`src/rtl/c_subset_tokenizer_defines.svh`:
```
// Assertion macros shared by the tokenizer RTL.
`ifndef C_SUBSET_TOKENIZER_DEFINES_SVH
`define C_SUBSET_TOKENIZER_DEFINES_SVH

`ifndef ASSERT_OFF

// Clocked property, switched off while reset is high.
`define CTOK_ASSERT(lbl, clk, rst, prop) \
   lbl: assert property (@(posedge clk) disable iff (rst) (prop)) \
      else $error("tokenizer assertion failed");

// Clocked property that also holds during reset.
`define CTOK_ASSERT_ALWAYS(lbl, clk, prop) \
   lbl: assert property (@(posedge clk) (prop)) \
      else $error("tokenizer assertion failed");

`else

`define CTOK_ASSERT(lbl, clk, rst, prop)
`define CTOK_ASSERT_ALWAYS(lbl, clk, prop)

`endif

`endif

```
`src/rtl/ctok_pkg.sv`:
```
// Shared types, token codes and keyword table of the tokenizer.
`timescale 1ns / 1ps

package ctok_pkg;

   localparam int MAX_TOKEN_CHARS_DEF = 255;
   localparam int PREFIX_LEN          = 6;
   localparam int KW_COUNT            = 7;
   // result queue; must be a power of two and at least two
   localparam int RSP_DEPTH           = 4;

   // token kinds
   localparam logic [4:0] K_END     = 5'd0;
   localparam logic [4:0] K_INT     = 5'd1;
   localparam logic [4:0] K_LBRACE  = 5'd8;
   localparam logic [4:0] K_RBRACE  = 5'd9;
   localparam logic [4:0] K_LPAREN  = 5'd10;
   localparam logic [4:0] K_RPAREN  = 5'd11;
   localparam logic [4:0] K_SEMI    = 5'd12;
   localparam logic [4:0] K_COMMA   = 5'd13;
   localparam logic [4:0] K_IDENT   = 5'd14;
   localparam logic [4:0] K_NUMBER  = 5'd15;
   localparam logic [4:0] K_PLUS    = 5'd16;
   localparam logic [4:0] K_MINUS   = 5'd17;
   localparam logic [4:0] K_STAR    = 5'd18;
   localparam logic [4:0] K_SLASH   = 5'd19;
   localparam logic [4:0] K_LESS    = 5'd20;
   localparam logic [4:0] K_GREATER = 5'd21;
   localparam logic [4:0] K_EQ      = 5'd22;
   localparam logic [4:0] K_NE      = 5'd23;
   localparam logic [4:0] K_LE      = 5'd24;
   localparam logic [4:0] K_GE      = 5'd25;
   localparam logic [4:0] K_INVALID = 5'd26;

   typedef logic [PREFIX_LEN-1:0][7:0] prefix_type;

   // keyword spellings, first character in element 0, zero padded
   localparam prefix_type KW_TEXT [KW_COUNT] = '{
      {8'h00, 8'h00, 8'h00, "t", "n", "i"},
      {8'h00, 8'h00, "d", "i", "o", "v"},
      {8'h00, 8'h00, 8'h00, 8'h00, "f", "i"},
      {8'h00, 8'h00, "e", "s", "l", "e"},
      {8'h00, "e", "l", "i", "h", "w"},
      {8'h00, 8'h00, 8'h00, "r", "o", "f"},
      {"n", "r", "u", "t", "e", "r"}
   };
   localparam logic [7:0] KW_LEN [KW_COUNT] = '{
      8'd3, 8'd4, 8'd2, 8'd4, 8'd5, 8'd3, 8'd6
   };

   typedef struct packed {
      logic [4:0]  kind;
      logic [7:0]  len;
      logic [31:0] value;
      logic [15:0] line;
      logic        last;
   } result_type;

   // results of one request: up to two, r0 first
   typedef struct packed {
      logic [1:0] cnt;
      result_type r0;
      result_type r1;
   } step_type;

   // keyword or identifier for a finished word
   function automatic logic [4:0] word_kind(input prefix_type prefix,
                                            input logic [7:0] chars,
                                            input logic       mism);
      logic [4:0] kind;
      kind = K_IDENT;
      if (!mism) begin
         for (int k = 0; k < KW_COUNT; k++) begin
            if (chars == KW_LEN[k] && prefix == KW_TEXT[k]) begin
               kind = K_INT + 5'(k);
            end
         end
      end
      return kind;
   endfunction

endpackage

```
`src/rtl/ctok_lexer.sv`:
```
// Scanner state and per-character token decisions.
`timescale 1ns / 1ps
`include "c_subset_tokenizer_defines.svh"

module ctok_lexer #(
   parameter int MAX_TOKEN_CHARS = ctok_pkg::MAX_TOKEN_CHARS_DEF
) (
   input  logic              clock,
   input  logic              reset,
   input  logic              take,
   input  logic [7:0]        char_code,
   input  logic              end_of_input,
   output ctok_pkg::step_type step
);
   import ctok_pkg::*;

   typedef enum logic [3:0] {
      M_IDLE, M_WORD, M_DIGITS, M_SLASH, M_LINECOM, M_BLOCKCOM,
      M_BLOCKSTAR, M_LESS, M_GREATER, M_BANG, M_EQS
   } mode_type;

   localparam logic [7:0] CH_TAB = 8'h09;
   localparam logic [7:0] CH_LF  = 8'h0A;
   localparam logic [7:0] CH_CR  = 8'h0D;
   localparam logic [7:0] CH_SP  = 8'h20;
   localparam logic [7:0] CH_BANG = "!";
   localparam logic [7:0] CH_LPAR = "(";
   localparam logic [7:0] CH_RPAR = ")";
   localparam logic [7:0] CH_STAR = "*";
   localparam logic [7:0] CH_PLUS = "+";
   localparam logic [7:0] CH_COMMA = ",";
   localparam logic [7:0] CH_MINUS = "-";
   localparam logic [7:0] CH_SLASH = "/";
   localparam logic [7:0] CH_0 = "0";
   localparam logic [7:0] CH_9 = "9";
   localparam logic [7:0] CH_SEMI = ";";
   localparam logic [7:0] CH_LT = "<";
   localparam logic [7:0] CH_EQ = "=";
   localparam logic [7:0] CH_GT = ">";
   localparam logic [7:0] CH_UA = "A";
   localparam logic [7:0] CH_UZ = "Z";
   localparam logic [7:0] CH_US = "_";
   localparam logic [7:0] CH_LA = "a";
   localparam logic [7:0] CH_LZ = "z";
   localparam logic [7:0] CH_LBRACE = "{";
   localparam logic [7:0] CH_RBRACE = "}";

   mode_type   mode_ff, mode_in;
   logic [7:0] chars_ff, chars_in;
   prefix_type prefix_ff, prefix_in;
   logic       mism_ff, mism_in;
   logic [31:0] value_ff, value_in;
   logic [15:0] line_ff, line_in;
   logic       fin_ff, fin_in;

   logic       is_digit, is_alnum;
   logic [15:0] line_next;
   logic       pend_ok;
   result_type pend_res;
   mode_type   byte_mode;
   logic       byte_ok;
   logic [4:0] byte_kind;
   logic       fall;
   logic [4:0] last_kind;

   function automatic result_type mk(input logic [4:0] kind, input logic [7:0] len,
                                     input logic [31:0] value, input logic [15:0] line,
                                     input logic last);
      result_type r;
      r.kind  = kind;
      r.len   = len;
      r.value = value;
      r.line  = line;
      r.last  = last;
      return r;
   endfunction

   assign is_digit  = (char_code >= CH_0) && (char_code <= CH_9);
   assign is_alnum  = is_digit || char_code == CH_US ||
                      (char_code >= CH_LA && char_code <= CH_LZ) ||
                      (char_code >= CH_UA && char_code <= CH_UZ);
   assign line_next = (char_code == CH_LF && line_ff != 16'hFFFF) ? line_ff + 16'd1 : line_ff;

   // token held over from earlier characters
   always_comb begin
      pend_ok  = 1'b1;
      pend_res = mk(K_INVALID, 8'd0, 32'd0, line_next, 1'b0);
      unique case (mode_ff)
         M_WORD:    pend_res.kind = word_kind(prefix_ff, chars_ff, mism_ff);
         M_DIGITS:  pend_res.kind = K_NUMBER;
         M_SLASH:   pend_res.kind = K_SLASH;
         M_LESS:    pend_res.kind = K_LESS;
         M_GREATER: pend_res.kind = K_GREATER;
         M_BANG, M_EQS: pend_res.kind = K_INVALID;
         default:   pend_ok = 1'b0;
      endcase
      if (mode_ff == M_WORD || mode_ff == M_DIGITS) begin
         pend_res.len = chars_ff;
      end
      if (mode_ff == M_DIGITS) begin
         pend_res.value = value_ff;
      end
   end

   // what a character does when seen from idle
   always_comb begin
      byte_mode = M_IDLE;
      byte_ok   = 1'b0;
      byte_kind = K_INVALID;
      case (char_code) inside
         CH_SP, CH_TAB, CH_LF, CH_CR: begin
         end
         [CH_LA:CH_LZ], [CH_UA:CH_UZ], CH_US: byte_mode = M_WORD;
         [CH_0:CH_9]: byte_mode = M_DIGITS;
         CH_SLASH:  byte_mode = M_SLASH;
         CH_LT:     byte_mode = M_LESS;
         CH_GT:     byte_mode = M_GREATER;
         CH_BANG:   byte_mode = M_BANG;
         CH_EQ:     byte_mode = M_EQS;
         CH_LBRACE: begin byte_ok = 1'b1; byte_kind = K_LBRACE; end
         CH_RBRACE: begin byte_ok = 1'b1; byte_kind = K_RBRACE; end
         CH_LPAR:   begin byte_ok = 1'b1; byte_kind = K_LPAREN; end
         CH_RPAR:   begin byte_ok = 1'b1; byte_kind = K_RPAREN; end
         CH_SEMI:   begin byte_ok = 1'b1; byte_kind = K_SEMI; end
         CH_COMMA:  begin byte_ok = 1'b1; byte_kind = K_COMMA; end
         CH_PLUS:   begin byte_ok = 1'b1; byte_kind = K_PLUS; end
         CH_MINUS:  begin byte_ok = 1'b1; byte_kind = K_MINUS; end
         CH_STAR:   begin byte_ok = 1'b1; byte_kind = K_STAR; end
         default:   byte_ok = 1'b1;
      endcase
   end

   always_comb begin
      mode_in   = mode_ff;
      chars_in  = chars_ff;
      prefix_in = prefix_ff;
      mism_in   = mism_ff;
      value_in  = value_ff;
      line_in   = line_ff;
      fin_in    = fin_ff;
      fall      = 1'b0;
      step      = '0;

      if (take) begin
         if (fin_ff) begin
            step.cnt = 2'd1;
            step.r0  = mk(K_END, 8'd0, 32'd0, line_ff, 1'b1);
         end else if (end_of_input) begin
            mode_in = M_IDLE;
            fin_in  = 1'b1;
            if (pend_ok) begin
               step.cnt     = 2'd2;
               step.r0      = pend_res;
               step.r0.line = line_ff;
               step.r1      = mk(K_END, 8'd0, 32'd0, line_ff, 1'b1);
            end else begin
               step.cnt = 2'd1;
               step.r0  = mk(K_END, 8'd0, 32'd0, line_ff, 1'b1);
            end
         end else begin
            line_in = line_next;
            unique case (mode_ff)
               M_WORD: begin
                  if (is_alnum) begin
                     if (chars_ff < 8'(MAX_TOKEN_CHARS)) begin
                        if (chars_ff < 8'(PREFIX_LEN)) begin
                           prefix_in[chars_ff[2:0]] = char_code;
                        end else begin
                           mism_in = 1'b1;
                        end
                        chars_in = chars_ff + 8'd1;
                     end
                  end else begin
                     fall = 1'b1;
                  end
               end
               M_DIGITS: begin
                  if (is_digit) begin
                     if (chars_ff < 8'(MAX_TOKEN_CHARS)) begin
                        // x*10 + d as two shifts and adds
                        value_in = (value_ff << 3) + (value_ff << 1) + {28'd0, char_code[3:0]};
                        chars_in = chars_ff + 8'd1;
                     end
                  end else begin
                     fall = 1'b1;
                  end
               end
               M_SLASH: begin
                  if (char_code == CH_SLASH) begin
                     mode_in = M_LINECOM;
                  end else if (char_code == CH_STAR) begin
                     mode_in = M_BLOCKCOM;
                  end else begin
                     fall = 1'b1;
                  end
               end
               M_LINECOM: begin
                  if (char_code == CH_LF) begin
                     mode_in = M_IDLE;
                  end
               end
               M_BLOCKCOM: begin
                  if (char_code == CH_STAR) begin
                     mode_in = M_BLOCKSTAR;
                  end
               end
               M_BLOCKSTAR: begin
                  if (char_code == CH_SLASH) begin
                     mode_in = M_IDLE;
                  end else if (char_code != CH_STAR) begin
                     mode_in = M_BLOCKCOM;
                  end
               end
               M_LESS, M_GREATER, M_BANG, M_EQS: begin
                  if (char_code == CH_EQ) begin
                     mode_in  = M_IDLE;
                     step.cnt = 2'd1;
                     step.r0  = mk(K_EQ, 8'd0, 32'd0, line_next, 1'b1);
                     if (mode_ff == M_LESS) begin
                        step.r0.kind = K_LE;
                     end else if (mode_ff == M_GREATER) begin
                        step.r0.kind = K_GE;
                     end else if (mode_ff == M_BANG) begin
                        step.r0.kind = K_NE;
                     end
                  end else begin
                     fall = 1'b1;
                  end
               end
               default: fall = 1'b1;
            endcase

            // finish any held token, then treat the character as fresh
            if (fall) begin
               mode_in = byte_mode;
               if (byte_mode == M_WORD) begin
                  prefix_in    = '0;
                  prefix_in[0] = char_code;
                  mism_in      = 1'b0;
                  chars_in     = 8'd1;
               end
               if (byte_mode == M_DIGITS) begin
                  value_in = {28'd0, char_code[3:0]};
                  chars_in = 8'd1;
               end
               if (pend_ok && byte_ok) begin
                  step.cnt = 2'd2;
                  step.r0  = pend_res;
                  step.r1  = mk(byte_kind, 8'd0, 32'd0, line_next, 1'b1);
               end else if (pend_ok) begin
                  step.cnt     = 2'd1;
                  step.r0      = pend_res;
                  step.r0.last = 1'b1;
               end else if (byte_ok) begin
                  step.cnt = 2'd1;
                  step.r0  = mk(byte_kind, 8'd0, 32'd0, line_next, 1'b1);
               end
            end
         end
      end
   end

   always_ff @(posedge clock) begin
      if (reset) begin
         mode_ff   <= M_IDLE;
         chars_ff  <= 8'd0;
         prefix_ff <= '0;
         mism_ff   <= 1'b0;
         value_ff  <= 32'd0;
         line_ff   <= 16'd1;
         fin_ff    <= 1'b0;
      end else begin
         mode_ff   <= mode_in;
         chars_ff  <= chars_in;
         prefix_ff <= prefix_in;
         mism_ff   <= mism_in;
         value_ff  <= value_in;
         line_ff   <= line_in;
         fin_ff    <= fin_in;
      end
   end

   // kind of the last token of this request
   assign last_kind = (step.cnt == 2'd2) ? step.r1.kind : step.r0.kind;

   `CTOK_ASSERT(a_fin_sticky, clock, reset, fin_ff |=> fin_ff)
   `CTOK_ASSERT(a_line_nonzero, clock, reset, line_ff != 16'd0)
   `CTOK_ASSERT(a_chars_cap, clock, reset, chars_ff <= 8'(MAX_TOKEN_CHARS))
   `CTOK_ASSERT(a_eoi_end, clock, reset, (take && end_of_input) |-> (last_kind == K_END))

endmodule

```
`src/rtl/ctok_rsp_queue.sv`:
```
// Small result queue taking up to two results per cycle, giving one.
`timescale 1ns / 1ps
`include "c_subset_tokenizer_defines.svh"

module ctok_rsp_queue (
   input  logic                 clock,
   input  logic                 reset,
   input  ctok_pkg::step_type   push,
   output logic                 push_stall,
   output logic                 rsp_valid,
   input  logic                 rsp_stall,
   output ctok_pkg::result_type rsp
);
   import ctok_pkg::*;

   localparam int PTR_W = $clog2(RSP_DEPTH);
   localparam int CNT_W = $clog2(RSP_DEPTH + 1);

   result_type       entry_ff [RSP_DEPTH];
   logic [PTR_W-1:0] wr_ff, wr_in, rd_ff, rd_in;
   logic [CNT_W-1:0] count_ff, count_in;
   logic             pop;

   assign rsp_valid  = count_ff != '0;
   assign rsp        = entry_ff[rd_ff];
   assign pop        = rsp_valid && !rsp_stall;
   // room for the two results a request may bring
   assign push_stall = count_ff > CNT_W'(RSP_DEPTH - 2);

   assign wr_in    = wr_ff + PTR_W'(push.cnt);
   assign rd_in    = rd_ff + PTR_W'(pop);
   assign count_in = count_ff + CNT_W'(push.cnt) - CNT_W'(pop);

   always_ff @(posedge clock) begin
      if (push.cnt != 2'd0) begin
         entry_ff[wr_ff] <= push.r0;
      end
      if (push.cnt == 2'd2) begin
         entry_ff[wr_ff + PTR_W'(1)] <= push.r1;
      end
   end

   always_ff @(posedge clock) begin
      if (reset) begin
         wr_ff    <= '0;
         rd_ff    <= '0;
         count_ff <= '0;
      end else begin
         wr_ff    <= wr_in;
         rd_ff    <= rd_in;
         count_ff <= count_in;
      end
   end

   `CTOK_ASSERT(a_count_cap, clock, reset, count_ff <= CNT_W'(RSP_DEPTH))
   `CTOK_ASSERT(a_push_room, clock, reset, (push.cnt != 2'd0) |-> !push_stall)
   `CTOK_ASSERT(a_idle_hold, clock, reset, (push.cnt == 2'd0 && !pop) |=> $stable(count_ff))

endmodule

```
`src/rtl/c_subset_tokenizer.sv`:
```
// Top level of the streaming C-subset tokenizer.
`timescale 1ns / 1ps

// Streaming tokenizer for a small C subset. Each request carries one source
// byte, or an end-of-input mark; the scanner updates its state at the
// accepting edge and hands zero, one or two tokens to a four-entry result
// queue, which drives the rsp_ side one token a cycle while rsp_stall is
// low, from the next cycle on. A new request is taken every cycle while
// the queue has room for two tokens, so the byte rate is one per cycle and
// the token rate at most one per cycle; that output port is the only limit.
// Blanks and comments give no token; every LF counts a line (saturating at
// 65535) and each token carries the line count after its byte. A token is
// emitted when the byte that ends it arrives; a lone '!' or '=' or an
// unknown byte gives an invalid token. End of input flushes any pending
// token, then an end token; after that every request returns one end token
// until reset. Words and numbers keep at most MAX_TOKEN_CHARS characters;
// rsp_is_last marks the last token caused by a request. No clearing pass
// is needed after reset.
module c_subset_tokenizer #(
   parameter int MAX_TOKEN_CHARS = ctok_pkg::MAX_TOKEN_CHARS_DEF
) (
   input  logic        clock,
   input  logic        reset,
   // request channel
   input  logic        req_valid,
   output logic        req_stall,
   input  logic [7:0]  req_char_code,
   input  logic        req_end_of_input,
   // result channel
   output logic        rsp_valid,
   input  logic        rsp_stall,
   output logic [4:0]  rsp_token_kind,
   output logic [7:0]  rsp_token_length,
   output logic [31:0] rsp_number_value,
   output logic [15:0] rsp_line_number,
   output logic        rsp_is_last
);
   import ctok_pkg::*;

   logic       take;
   step_type   step;
   result_type head;
   logic       q_stall;

   // a request is taken only when both of its possible tokens fit
   assign req_stall = q_stall;
   assign take      = req_valid && !q_stall;

   ctok_lexer #(
      .MAX_TOKEN_CHARS(MAX_TOKEN_CHARS)
   ) u_lexer (
      .clock       (clock),
      .reset       (reset),
      .take        (take),
      .char_code   (req_char_code),
      .end_of_input(req_end_of_input),
      .step        (step)
   );

   // decouples the one-token-a-cycle output from bytes that make two
   ctok_rsp_queue u_queue (
      .clock     (clock),
      .reset     (reset),
      .push      (step),
      .push_stall(q_stall),
      .rsp_valid (rsp_valid),
      .rsp_stall (rsp_stall),
      .rsp       (head)
   );

   assign rsp_token_kind   = head.kind;
   assign rsp_token_length = head.len;
   assign rsp_number_value = head.value;
   assign rsp_line_number  = head.line;
   assign rsp_is_last      = head.last;

endmodule

```
`config.mk`:
```
export PLATFORM = sky130hd
export DESIGN_NAME = c_subset_tokenizer
export DESIGN_NICKNAME = d
export VERILOG_FILES = /design/src/rtl/ctok_pkg.sv /design/src/rtl/ctok_lexer.sv /design/src/rtl/ctok_rsp_queue.sv /design/src/rtl/c_subset_tokenizer.sv
export VERILOG_INCLUDE_DIRS = /design/src /design/src/rtl
export SDC_FILE = /design/constraint.sdc
export NUM_CORES = 1
export LEC_CHECK = 0
export ABC_AREA = 1
export BUFFER_PORTS_ARGS = -buffer_cell sky130_fd_sc_hd__buf_2
export CAP_MARGIN = 25
export CORE_MARGIN = 2
export CORE_UTILIZATION = 60
export DETAILED_ROUTE_END_ITERATION = 7
export HOLD_SLACK_MARGIN = 0.05
export PLACE_DENSITY = 0.78
export REMOVE_ABC_BUFFERS = 1
export SLEW_MARGIN = 20
export SYNTH_ARGS = -nofsm -noshare
export SYNTH_HDL_FRONTEND = slang
export SYNTH_SLANG_ARGS = --single-unit
```
`constraint.sdc`:
```
create_clock -name clock -period 6.6 [get_ports clock]
set_input_delay 0.99 -clock clock [delete_from_list [all_inputs] [get_ports clock]]
set_output_delay 0.99 -clock clock [all_outputs]
set_load 0.005 [all_outputs]
```
# After elaboration in Yosys (flattened, before gate mapping)
# Memory sizes are Yosys's and may differ from the RTL's. A register that Yosys moved wholly into a read port is not among the register bits.
# Index checks and enable logic that the tools add are counted.
# word_totals
elab_cells,234
mem_bits_rw,248
inputBits,13
output_inout_bits,64
n_memories,1
register_bits,117
# classes
n_mux,114
n_eq_ne,51
n_bitwise,2
add_sub_neg,9
n_lt_le_gt_ge,11
n_reduce_logical,31
# mem_list
memory,words,word_bits,rd,rd_ports_with_merged_regs,wr,line,text
u_queue.entry_ff,4,62,1,1,2,ctok_rsp_queue.sv:19,result_type entry_ff [RSP_DEPTH];
# ops
cell,count
2-to-1 mux 64 bit,6
2-to-1 mux 126 bit,3
2-to-1 mux 48 bit,6
2-to-1 mux 32 bit,6
2-to-1 mux 5 bit,25
2-to-1 mux 62 bit,2
"== test 8 x 6 -> 1 bit, second input constant",13
"== test 48 x 23 -> 1 bit, second input constant",2
"== test 48 x 31 -> 1 bit, second input constant",2
2-to-1 mux 4 bit,19
2-to-1 mux 8 bit,8
2-to-1 mux 63 bit,1
bitwise mux 48 bit,1
"== test 48 x 15 -> 1 bit, second input constant",1
"== test 48 x 39 -> 1 bit, second input constant",1
"== test 48 x 47 -> 1 bit, second input constant",1
adder 32 bit,1
adder 32 x 4 -> 32 bit,1
2-to-1 mux 1 bit,29
case mux 5 bit (5 select lines),1
demux 8 bit (select 3 bit),1
"== test 8 x 3 -> 1 bit, second input constant",3
"== test 8 x 4 -> 1 bit, second input constant",3
"== test 8 x 7 -> 1 bit, second input constant",3
other kinds (44),79

# Longest topological paths before layout
# Gate-level depths: netlist of the first run.
# logic_depth
depth_word,28
mapped_depth,19
ltp_nobuf,19

# Modules after synthesis
# A second synthesis of the first run with hierarchy kept.
# unflattened
cells_unflattened,3084
hier_area_um2,22992.1
# by_module_without_submodules
mod,area_per_inst_um2,cells_per_inst,n_inst
ctok_rsp_queue,12408.2,1277,1
ctok_lexer,10573.9,1805,1
c_subset_tokenizer,10.0,2,1

# Worst setup path after synthesis of the first run
# No wires, ideal clock.
# synth_timing
kind,input-to-reg
start,input port req_char_code[6]
end,memory u_queue.entry_ff[0][0] (netlist name) (enable)
setup_slack_ns,3.150
stages,16
setup_time_ns,0.379
t_required_ns,6.221
arrival_ns,3.071
cell_sequence,inv_2 > nand2_1 > nor2_4 > nand2_1 > nand3_1 > inv_2 > nand2_1 > nor2_1 > nand2_1 > nand2_2 > nand3_4 > nor2_2 > inv_2 > buf_2 > buf_2 > nand2_1
# synth_rtl
element,line,text
start: declaration,c_subset_tokenizer.sv:27,"input logic [7:0] req_char_code,"
end: declaration,ctok_rsp_queue.sv:19,

==> qor.txt, run 1 <==
synthesized instance count: 3208
max-cap violations: 0
# port buffers: 76
LEAKAGE: 10.4 nW
later-pin clock latency in the skew report: 0.58 ns
Fin. Hold Viols: 0
Setup Slack @ Placement: 1.64 ns
Post-synth ARST share: 0%
RSZ-0062 raised after global routing: no
Post-CTS Hold Buffers: 0
vias in the first global route: 20600
share of layout cells above drive strength 1: 7.11%
fin nets: 3245
Final setup viols: 0
initial antenna violation count: 0
Setup Buffers After CTS: 0
die area: 0.0380 sq mm
Synth Cell Area: 0.0219 sq mm
CP endpoint kind: flop
Total GRT Usage: 34.7%
routed length per placed instance: 18.3 um
required time of the worst setup path: 6.79 ns
Die W: 195 um
Slew @ Worst Pin: 1.09 ns
Root Buffer: clkbuf_16
clock buffer depth: 3
number of flops mapped to enable cells by yosys: 88
outcome: completed
count of final max-slew check failures: 0
Initial Util: 61.2%
Site Rows: 69
vias per cell: 6.11
Detailed Route WL: 66900 um
GPL Wtd Cong: 0.962
n_diodes: 0
unique cell type count in the Yosys netlist: 51
First-pass DRT Iterations: 8
Yosys reg bits: 365
CTS tree: built
largest net degree at the start of global routing: 118
Clock Skews: 0.0229 ns
Peak Freq: 0.223 GHz
DRC viols: 0
# resized after CTS: 0
critical path fanouts, max: 117
I/O pins: 77
H-tree levels: 2
Final WS setup: 2.11 ns
HP Class: reg -> reg
Critical Path Start Type: input port
first-pass GRT wire length: 107000 um
initial DRC count: 2456
Synth Flop Type: dfxtp_1
Setup TNS: 0 ns
fin crit period: 4.49 ns
Ys Warns: 0
share of the clock period used by the worst path: 68.0%
CTS Buf Count: 40
area of the core: 0.0357 sq mm
Seq/Total Area, Yosys: 37.4%
CTS clk-pin slew, worst paths: 0.06 ns
Antenna Violating Nets Remaining: 0
via count: 22300
detailed placement HPWL: 42900 um
crit path kind: in -> reg
die span in y: 195 um
Avg Inst Size Synth: 6.82 sq um
P per Cell Area: 362 mW/mm^2
Worst EP arrival: 4.68 ns
Max-Slew Margin vs Limit: 27.7%
Max VDD drop: 0.000249 V
Num Clock Sinks: 365
Area Growth Syn to Fin: 7.78%
gr ovfl total: 0
## through the flow
stage	util (%)	hold WS [ns]	power (mW)	cells	area, sq um
2_1_floorplan	-	0.425	5.16	3011	21000
3_3_place_gp	62.1	0.432	6.20	3575	22200
3_5_place_dp	62.1	0.435	6.29	3575	22200
4_1_cts	65.6	0.453	8.45	3649	23500
5_1_grt	65.9	0.478	9.03	3654	23600
6_report	65.9	0.451	8.54	3654	23600
## layout by cell type, fill, tap and decap left out, drive strengths merged, types with 74 or more instances in the layout
cell type / n
dfxtp: 277
o21ai: 306
a21oi: 267
o22ai: 74
inv: 213
nand2: 619
buf: 108
nand3: 315
nor2: 551
edfxtp: 88
## Yosys cell counts, types with 2 or more instances
library cell | n | area [sq um]
nand2_1 | 607 | 2280
nor2_1 | 543 | 2040
nand3_1 | 313 | 1570
dfxtp_1 | 277 | 5550
o21ai_0 | 275 | 1380
a21oi_1 | 267 | 1340
inv_1 | 200 | 751
clkbuf_1 | 117 | 439
edfxtp_1 | 88 | 2640
o22ai_1 | 74 | 463
ha_1 | 68 | 851
buf_2 | 42 | 210
a22oi_1 | 34 | 255
nand3b_1 | 34 | 255
o21ai_1 | 30 | 150
buf_4 | 24 | 180
o211ai_1 | 24 | 180
xor2_1 | 24 | 210
nor3_1 | 23 | 115
nand4_1 | 22 | 138
buf_1 | 13 | 48.8
inv_2 | 13 | 48.8
o21bai_1 | 13 | 97.6
xnor2_1 | 12 | 105
nand2_2 | 9 | 56.3
o21a_1 | 7 | 52.6
or2_2 | 7 | 43.8
nor2_2 | 6 | 37.5
a21boi_0 | 4 | 30.0
nor4_1 | 4 | 25.0
a21o_1 | 3 | 22.5
a31oi_1 | 3 | 18.8
fa_1 | 3 | 60.1
nand2_4 | 3 | 33.8
a211oi_1 | 2 | 15.0
and3_1 | 2 | 12.5
clkinv_1 | 2 | 7.51
nor2_4 | 2 | 22.5
o221ai_1 | 2 | 17.5
## cell type report
class / instances / area (sq um)
fill: 3237 / 12200
multi-input combinational: 2431 / 12000
sequential: 365 / 8190
clock buffer: 54 / 1110
inverter: 215 / 808
timing repair buffer: 108 / 701
tap: 461 / 577
clock inverter: 20 / 143
## report_power, final
| group | internal (mW) | switching, mW | total (mW) |
|---|---|---|---|
| combinational | 1.02 | 2.21 | 3.22 |
| sequential | 2.84 | 0.302 | 3.14 |
| clock | 1.20 | 0.974 | 2.17 |
| total | 5.06 | 3.48 | 8.54 |
## cells by family after synthesis
logic type / synth area share, %
and+or+nand+nor: 30.7
AOI/OAI and AO/OA: 18.5
buffers and inverters: 7.76
DFF: 37.4
adders and majority gates: 4.17
xor gates and xnor gates: 1.44
muxes: 0.0458
## registers in the layout (all words and copies together), names as in the netlist
| name | flops |
|---|---|
| u_lexer.mode_ff | 4 |
| u_lexer.chars_ff | 8 |
| u_queue.wr_ff | 2 |
| u_lexer.fin_ff | 1 |
| u_lexer.line_ff | 16 |
| u_lexer.mism_ff | 1 |
| u_queue.count_ff | 3 |
| u_lexer.prefix_ff | 48 |
| u_lexer.value_ff | 32 |
| u_queue.rd_ff | 2 |
| u_queue.entry_ff | 248 |
## layer usage
metal  GRT usage [%]  up-vias  wire [um]
met4            13.5        0       1950
met5               0        -          0
li1                -    10700          -
met3            5.47      137       6760
met1            46.7    10400      27600
met2            56.2     1108      30600
## final timing paths
check	from	to	slack [ns]	cells after the start
worst min-delay path	u_lexer.prefix_ff[47]	u_lexer.prefix_ff[47]	0.45	2
worst max register to register	u_lexer.mode_ff[3]	u_queue.entry_ff[0][11]	2.25	13
worst min register to register	u_lexer.prefix_ff[47]	u_lexer.prefix_ff[47]	0.45	2
worst max-delay path	req_char_code[6]	u_queue.entry_ff[0][11]	2.11	16
## worst max-delay path, stage by stage
cell	delay, ns
buf_2	0.11
inv_2	0.07
nand2_1	0.16
nor2_4	0.23
nand2_1	0.19
nand3_1	0.14
nand2_1	0.06
nor2_1	0.09
nand2_1	0.06
nand2_1	0.09
nand2_2	0.08
o21ai_2	0.22
nand2_4	0.12
nand2_8	0.54
nand2_1	0.55
nand2_1	0.96
Power figures use the tool's default switching activity.
==> run 2, diff against run 1 <==
- ABC_AREA: 1 -> 0
- CORE_UTILIZATION: 60 -> 56
- PLACE_DENSITY: 0.78 -> 0.76
- clock period: 6.6 -> 3.7 ns (I/O delays scaled with it)
==> run 2 against run 1 <==
Effect of this change:
- synthesized area is 13% lower
- clock skew is 0.0014 ns higher
- largest cell class unchanged
- final cell count is 30% lower
- register-to-register slack worse by 2.1 ns
- highest routed layer is now met5
- setup slack worse by 2.0 ns
- largest power group is now registers
- non-clock buffer count is 112 higher
- wire length is 19% lower
==> qor.txt, run 2 <==
outcome: completed
fillers: 2721
die span in y: 189 um
initial antenna violation count: 2
P per Cell Area: 461 mW/mm^2
gr ovfl total: 0
Initial Util: 56.9%
Hold Crit Depth: 2
top cell type's share of synthesized area: 29.1%
Post-CTS Hold Buffers: 0
Slew @ Worst Pin: 0.915 ns
Max VDD drop: 0.000362 V
later-pin clock latency in the skew report: 0.55 ns
largest net degree at the start of global routing: 129
Antenna Violating Nets Remaining: 0
post-route cell area: 0.0219 sq mm
fin crit period: 3.55 ns
Area Growth Syn to Fin: 14.8%
Clock Skews: 0.0243 ns
synth cell count leaders: dfxtp_1, nand2_1, a21oi_1, nor2_1, nand3_1
First-pass DRT Iterations: 6
Total GRT Usage: 30.1%
HP Class: reg -> reg
Synth Flop Type: dfxtp_1
crit path kind: reg -> reg
commonest non-fill, non-tap cells in the layout: dfxtp_1, nand2_1, a21oi_1
number of flops mapped to enable cells by yosys: 88
Die W: 189 um
Detailed Route WL: 54500 um
clock buffer depth: 3
Root Buffer: clkbuf_16
top cells by area, synth: dfxtp_1, edfxtp_1, mux4_2
I/O pins: 77
required time of the worst setup path: 4.12 ns
via count: 16700
Cell Area, Placed: 0.0206 sq mm
# port buffers: 76
Pwr Total: 10.1 mW
detailed placement HPWL: 36400 um
H-tree levels: 2
fin util: 65.3%
fin nets: 2168
Yosys reg bits: 365
CTS clk-pin slew, worst paths: 0.07 ns
CP startpoint: u_lexer.mode_ff[2]
vias in the first global route: 16400
Max-Slew Margin vs Limit: 38.5%
CTS tree: built
Site Rows: 67
CP endpoint kind: flop
Peak Freq: 0.282 GHz
Yosys top cell by area: dfxtp_1
GPL Wtd Cong: 0.927
max reg flops: 248
Final setup viols: 0
routed length per placed instance: 21.3 um
worst reg2reg path depth: 15
share of layout cells above drive strength 1: 17.9%
most common cell in the netlist: dfxtp_1
count of final max-slew check failures: 0
Worst EP arrival: 3.97 ns
Ys Warns: 0
die area: 0.0356 sq mm
n_diodes: 0
unique cell type count in the Yosys netlist: 81
commonest non-fill, non-tap cell in the layout: dfxtp_1
LEAKAGE: 8.20 nW
Regs by FF count: u_queue.entry_ff x248, u_lexer.prefix_ff x48, u_lexer.value_ff x32
initial DRC count: 1685
first-pass GRT wire length: 86100 um
synthesized instance count: 1990
Post-synth ARST share: 0%
Synth Cell Area: 0.0191 sq mm
DRC viols: 0
worst flop-to-flop path startpoint: u_lexer.mode_ff[2]
Biggest register: u_queue.entry_ff
vias per cell: 6.53
Critical Path Start Type: flop
CTS Buf Count: 39
Avg Inst Size Synth: 9.59 sq um
Setup Buffers After CTS: 0
Seq/Total Area, Yosys: 42.9%
area of the core: 0.0335 sq mm
Fin. Hold Viols: 0
critical path fanouts, max: 4
share of the clock period used by the worst path: 96.0%
min-delay src: u_queue.entry_ff[2][28]
max-cap violations: 0
Num Clock Sinks: 365
-- run 2: power by group --
| part | total (mW) | internal, mW | switching, mW |
|---|---|---|---|
| Combinational | 1.76 | 0.725 | 1.04 |
| Sequential | 4.41 | 4.23 | 0.175 |
| Clock | 3.93 | 2.32 | 1.62 |
| Total | 10.1 | 7.27 | 2.83 |
-- run 2: repair_timing --
action	in CTS	in global routing
resized for setup	0	5
endpoints found under the hold margin	0	0
setup endpoints to repair	0	4
-- run 2: area by class of cell --
type	count	area [sq um]	share of cell area, %
Multi-Input combinational cell	1430	10200	46.4
Sequential cell	365	8200	37.4
Timing Repair Buffer	220	1600	7.30
Clock buffer	57	1160	5.28
Tap cell	448	561	2.56
Clock inverter	13	133	0.606
Inverter	28	105	0.480
-- run 2: path summary, 6_finish.rpt --
path / end / slack, ns
min reg2reg: u_queue.entry_ff[2][28] / 0.45
min: u_queue.entry_ff[2][28] / 0.45
max reg2reg: u_queue.count_ff[2] / 0.15
max: u_queue.count_ff[2] / 0.15
-- run 2: worst max-delay path: stages, from the launching register on --
cell and delay [ns]:
dfxtp_1 0.35, or4b_4 0.56, o311ai_4 0.30, o22ai_2 0.12, a211o_1 0.28, a21oi_2 0.14, buf_4 0.13, nor3_1 0.04
or3_1 0.38, inv_1 0.10, ha_1 0.15, inv_1 0.05, fa_1 0.42, xnor2_1 0.21, xnor2_1 0.14, nor2_1 0.05
-- run 2: kinds of logic after synthesis --
| logic type | synth area share [%] |
|---|---|
| and+or+nand+nor | 17.2 |
| AOI/OAI and AO/OA | 18.6 |
| DFF | 42.9 |
| buffers and inverters | 4.38 |
| muxes | 9.32 |
| adders and majority gates | 4.77 |
| xor gates and xnor gates | 2.75 |
-- run 2: per-layer routing --
| layer | track usage, % | vias to the layer above | part of all wire, % |
|---|---|---|---|
| met1 | 39.2 | 8167 | 41 |
| met5 | 0 | - | 0.048 |
| li1 | - | 7697 | - |
| met3 | 5.55 | 164 | 8.0 |
| met4 | 12.6 | 4 | 3.6 |
| met2 | 49.7 | 700 | 47 |
-- run 2: through the flow --
stage               hold slack (ns)  TNS (ns)  worst slack [ns]  std cells
detailed placement            0.447     -2.33            -0.214       2490
floorplan                     0.432   -777.43             -4.79       1823
CTS                           0.457         0            0.0754       2560
global route                  0.470  -0.00590          -0.00590       2561
global placement              0.439    -0.542            -0.164       2490
finish                        0.454         0             0.149       2561
